**config.mk**
```make
export PLATFORM = sky130hd
export DESIGN_NAME = ptp_cordic
export DESIGN_NICKNAME = d
export VERILOG_FILES = /design/src/rtl/core/ptp_nco_pkg.sv /design/src/rtl/core/ptp_cordic.sv
export SDC_FILE = /design/constraint.sdc
export NUM_CORES = 1
export LEC_CHECK = 0
export BUFFER_PORTS_ARGS = -buffer_cell sky130_fd_sc_hd__buf_2
export CORE_MARGIN = 1
export CORE_UTILIZATION = 45
export DETAILED_ROUTE_END_ITERATION = 10
export MAX_ROUTING_LAYER = met4
export PLACE_DENSITY = 0.68
export SLEW_MARGIN = 0
export SYNTH_ARGS = -nofsm -noshare
export SYNTH_HDL_FRONTEND = slang
export SYNTH_SLANG_ARGS = --single-unit
```
**constraint.sdc**
```tcl
create_clock -name i_clk -period 10.45 [get_ports i_clk]
set_input_delay 1.045 -clock i_clk [delete_from_list [all_inputs] [get_ports i_clk]]
set_output_delay 1.045 -clock i_clk [all_outputs]
set_load 0.02 [all_outputs]
```
**src/rtl/core/ptp_nco_pkg.sv**
```systemverilog
// ----------------------------------------------------------------------------
// ptp_nco_pkg: shared types and constants for the pilot tone PLL/NCO
// CORDIC angle table, command struct, loop constants and Q1.15 rounding.
// ----------------------------------------------------------------------------
package ptp_nco_pkg;

    localparam int unsigned DW = 34;          // CORDIC datapath width

    localparam logic [17:0] CP_Q16 = 18'd174719;   // 2.666 in Q.16
    localparam logic [17:0] CI_Q16 = 18'd232980;   // 3.555 in Q.16
    localparam logic signed [DW-1:0] ROT_START = 34'sd652032875;

    // register indexes
    localparam logic [1:0] REG_STEP  = 2'd0;
    localparam logic [1:0] REG_SCALE = 2'd1;
    localparam logic [1:0] REG_BAND  = 2'd2;

    typedef struct packed {
        logic start;
        logic vectoring;
    } t_cor_cmd;

    function automatic logic [31:0] angle(input logic [4:0] idx);
        logic [31:0] a;
        unique case (idx)
            5'd0:  a = 32'd536870912;
            5'd1:  a = 32'd316933406;
            5'd2:  a = 32'd167458907;
            5'd3:  a = 32'd85004756;
            5'd4:  a = 32'd42667331;
            5'd5:  a = 32'd21354465;
            5'd6:  a = 32'd10679838;
            5'd7:  a = 32'd5340245;
            5'd8:  a = 32'd2670163;
            5'd9:  a = 32'd1335087;
            5'd10: a = 32'd667544;
            5'd11: a = 32'd333772;
            5'd12: a = 32'd166886;
            5'd13: a = 32'd83443;
            5'd14: a = 32'd41722;
            5'd15: a = 32'd20861;
            5'd16: a = 32'd10430;
            5'd17: a = 32'd5215;
            5'd18: a = 32'd2608;
            5'd19: a = 32'd1304;
            5'd20: a = 32'd652;
            5'd21: a = 32'd326;
            5'd22: a = 32'd163;
            5'd23: a = 32'd81;
            default: a = 32'd0;
        endcase
        return a;
    endfunction

    // Q.30 to Q1.15, round half up, saturate
    function automatic logic signed [15:0] q30_to_q15(input logic signed [DW-1:0] v);
        logic signed [DW:0] s;
        logic signed [DW-15:0] r;
        logic signed [15:0] o;
        s = {v[DW-1], v} + (DW+1)'(16384);
        r = s[DW:15];
        if (r > (DW-14)'(32767))       o = 16'sd32767;
        else if (r < -(DW-14)'(32768)) o = -16'sd32768;
        else                           o = r[15:0];
        return o;
    endfunction

endpackage

```
**src/rtl/core/ptp_cordic.sv**
```systemverilog
// ----------------------------------------------------------------------------
// ptp_cordic: iterative CORDIC, one micro-rotation per clock
// Shared between atan2 (vectoring) and cos/sin (rotation) passes.
// ----------------------------------------------------------------------------
module ptp_cordic #(
    parameter int unsigned STAGES = 16
) (
    input  logic                                i_clk,
    input  logic                                i_rst_n,
    input  ptp_nco_pkg::t_cor_cmd               i_cmd,
    input  logic signed [ptp_nco_pkg::DW-1:0]   i_x,
    input  logic signed [ptp_nco_pkg::DW-1:0]   i_y,
    input  logic signed [ptp_nco_pkg::DW-1:0]   i_z,
    output logic                                o_done,
    output logic signed [ptp_nco_pkg::DW-1:0]   o_x,
    output logic signed [ptp_nco_pkg::DW-1:0]   o_y,
    output logic signed [ptp_nco_pkg::DW-1:0]   o_z
);
    localparam int unsigned IW = (STAGES > 1) ? $clog2(STAGES) : 1;

    logic                              r_busy, r_vec, r_done;
    logic [IW-1:0]                     r_i;
    logic signed [ptp_nco_pkg::DW-1:0] r_x, r_y, r_z;
    logic signed [ptp_nco_pkg::DW-1:0] xs, ys, ang;
    logic                              up;

    assign xs  = r_x >>> r_i;
    assign ys  = r_y >>> r_i;
    assign ang = ptp_nco_pkg::DW'(ptp_nco_pkg::angle(5'(r_i)));
    // anticlockwise step when vectoring with y not above zero, or rotating with z >= 0
    assign up  = r_vec ? (r_y <= 0) : (r_z >= 0);

    always_ff @(posedge i_clk) begin
        if (!i_rst_n) begin
            r_busy <= 1'b0;
            r_done <= 1'b0;
        end else begin
            r_done <= 1'b0;
            if (i_cmd.start) begin
                r_busy <= 1'b1;
            end else if (r_busy && r_i == IW'(STAGES - 1)) begin
                r_busy <= 1'b0;
                r_done <= 1'b1;
            end
        end
    end

    always_ff @(posedge i_clk) begin
        if (i_cmd.start) begin
            r_x   <= i_x;
            r_y   <= i_y;
            r_z   <= i_z;
            r_vec <= i_cmd.vectoring;
            r_i   <= '0;
        end else if (r_busy) begin
            if (up) begin
                r_x <= r_x - ys;
                r_y <= r_y + xs;
                r_z <= r_z - ang;
            end else begin
                r_x <= r_x + ys;
                r_y <= r_y - xs;
                r_z <= r_z + ang;
            end
            r_i <= r_i + IW'(1);
        end
    end

    assign o_done = r_done;
    assign o_x    = r_x;
    assign o_y    = r_y;
    assign o_z    = r_z;
endmodule
```
==> out/qor.txt <==
top cells by area, synth -> edfxtp_1 (19%), ha_1 (8.5%), nand2_1 (5.9%), o21ai_0 (5.3%), mux4_2 (4.8%)
DIE HEIGHT -> 193 um
Max Clock Skew -> 0.0154 ns
I/O Buffers -> 208
Post-Syn Instances -> 1981
total gr overflow -> 0
kind of critical path -> reg2reg
f_max -> 0.148 GHz
vias in the first global route -> 15.1k
Layout Nets -> 2340
met3 wire len -> 3100 um
CTS root buffer -> clkbuf_16
global-route wire length before repair -> 80900 um
number of synthesized flops with an enable pin -> 103
worst path required time -> 10.76 ns
most instantiated library cell after synthesis -> nand2_1
DRC violations left -> 30
Starting Density -> 45.9%
sequential share of the synthesized area -> 23.3%
met1 WL -> 22000 um
Final min period -> 6.78 ns
cts hold-fix bufs -> 0
post-synthesis cell type count -> 89
GP Congestion -> 0.982
fillcell total -> 3491
outcome -> finished with violations
top cell type's share of synthesized area -> 18.9%
drt wl/cell -> 20.1 um
Vias per Instance -> 6.14
Non-Filler Instances -> 2594
critical path endpoint category -> flip-flop
Total Neg Setup Slack -> 0 ns
Hold Path Class -> reg2reg
post_cts resized -> 0
Post-DP HPWL -> 39400 um
Die Footprint -> 0.0372 mm^2
fin. max-slew vios -> 0
Final Hold Viols -> 0
clock slew at reported path FFs -> 0.06 ns
CTS Sinks -> 139
clk_lat worst skew -> 0.46 ns
largest area contributor in the netlist -> edfxtp_1
post-synthesis average cell area -> 8.27 um^2
CP Launch Type -> flip-flop
placed cells -> 2562
FFs w/ async S/R, synth -> 0%
total wire length -> 52100 um
DRT Pass-1 Iters -> 9
Num CTS Buffers -> 17
P&R area growth vs syn -> 11.6%
Die X -> 193 um
core area -> 0.0357 mm^2
iteration-0 DRC count of the detailed router -> 1348
final setup fails -> 0
ant diodes -> 0
share of cells above drive strength 1 -> 17.3%
max_slew headroom -> 32.8%
Total GRT Usage -> 28.7%
Routed Antenna Nets -> 0
H-Tree Depth -> 4
FP Rows -> 69
largest net degree at the start of global routing -> 89
Commonest cells post-synth -> nand2_1 (256), o21ai_0 (172), a21oi_1 (156), nor2_1 (134), ha_1 (111)
Top Layer Used -> met4
routed wl met2 -> 24800 um
failing checks -> design-rule violations
syn_nets -> 2201
CP Data Arrival Time -> 7.09 ns
crit-path max FO -> 49
#FFs+latches synth -> 139
boundary pin count -> 209
max_cap viols -> 0
Post-synth top flop -> edfxtp_1
YS warnings -> 0
clk buf depth -> 2
antenna violations before repair -> 0
Setup Buffers After CTS -> 0
synthesized cell area -> 0.0164 mm^2
Worst-Margin Slew -> 1.01 ns
unrepaired setup endpoints after global routing -> false
Final Cycle Share -> 64.8%
routed vias -> 15.9k
CTS tree -> yes
## area by class of cell
type | count | area, um^2 | share of cell area [%]
Inverter | 56 | 210 | 1.15
Multi-Input combinational cell | 1686 | 11900 | 65.1
Sequential cell | 139 | 3820 | 20.9
Timing Repair Buffer | 220 | 1140 | 6.22
Tap cell | 461 | 577 | 3.16
Clock inverter | 8 | 62.6 | 0.342
Clock buffer | 24 | 561 | 3.07
## per-layer routing
| layer | GRT usage (%) | up-vias |
|---|---|---|
| met3 | 3.73 | 125 |
| met5 | - | - |
| met2 | 47.1 | 602 |
| met4 | 13.6 | 0 |
| li1 | - | 7688 |
| met1 | 34.8 | 7514 |
## stage by stage
step                      worst slack, ns  area [um^2]  utilization (%)  hold WS (ns)
after global placement               4.01        17700             49.5         0.568
after global routing                 3.16        18300             51.3         0.615
after detailed placement             3.69        17700             49.5         0.572
after floorplan                      4.79        16400                -         0.532
after CTS                            3.66        18300             51.3         0.595
final                                3.67        18300             51.3         0.588
## path summary, 6_finish.rpt
path	start	end	slack, ns	depth (start not counted)
worst max-delay path	r_i[1]	o_y[33]	3.67	18
worst min-delay path	r_i[2]	o_done	0.59	2
worst max register to register	r_i[1]	o_y[33]	3.67	18
worst min register to register	r_i[2]	o_done	0.59	2
## cells in the final DEF, fill, tap and decap left out, drive strengths merged, types with 24 or more instances in the layout
cell type	Yosys	layout
mux4	36	36
edfxtp	103	103
xnor2	81	81
nor2	134	134
mux2i	72	72
o21a	32	32
buf	42	220
xor2	79	79
o21ai	174	174
nor3	35	35
clkbuf	58	24
mux2	45	45
a21o	45	45
dfxtp	36	36
a21oi	156	156
ha	111	111
nand3	49	49
o31ai	29	29
nand2	256	256
inv	55	60
## sequential cells by signal (all words and copies together) (netlist names)
name and cells:
ang 30, o_done 1, o_x 34, o_y 34
o_z 34, r_busy 1, r_i 4, r_vec 1
## logic make-up (layout without fill, tap and decap cells)
| kind of cell | after synthesis | in the layout | synth area share (%) |
|---|---|---|---|
| AOI/OAI and AO/OA | 626 | 626 | 24.3 |
| xor gates and xnor gates | 161 | 161 | 8.69 |
| adders and majority gates | 114 | 114 | 8.85 |
| buffers and inverters | 156 | 308 | 4.14 |
| DFF | 139 | 139 | 23.3 |
| muxes | 153 | 153 | 12.5 |
| and+or+nand+nor | 632 | 632 | 18.2 |
## critical path, stage by stage (launching register included)
cell and delay [ns]:
dfxtp_4 0.66, buf_4 0.68, mux4_1 0.63, a222oi_1 0.54
nand2_1 0.17, o32a_1 0.44, nor4_2 0.46, nand3_1 0.20
o21ai_0 0.28, xnor2_1 0.10, ha_1 0.39, nand4_1 0.18
or2_2 0.32, a2111oi_0 0.42, nor2_1 0.19, o21a_1 0.24
a21oi_1 0.16, xnor3_1 0.42, o21ai_1 0.12
Power is left out: the tool's default activity adds up to more than one toggle a clock period on the data nets, which glitch-free logic cannot reach.
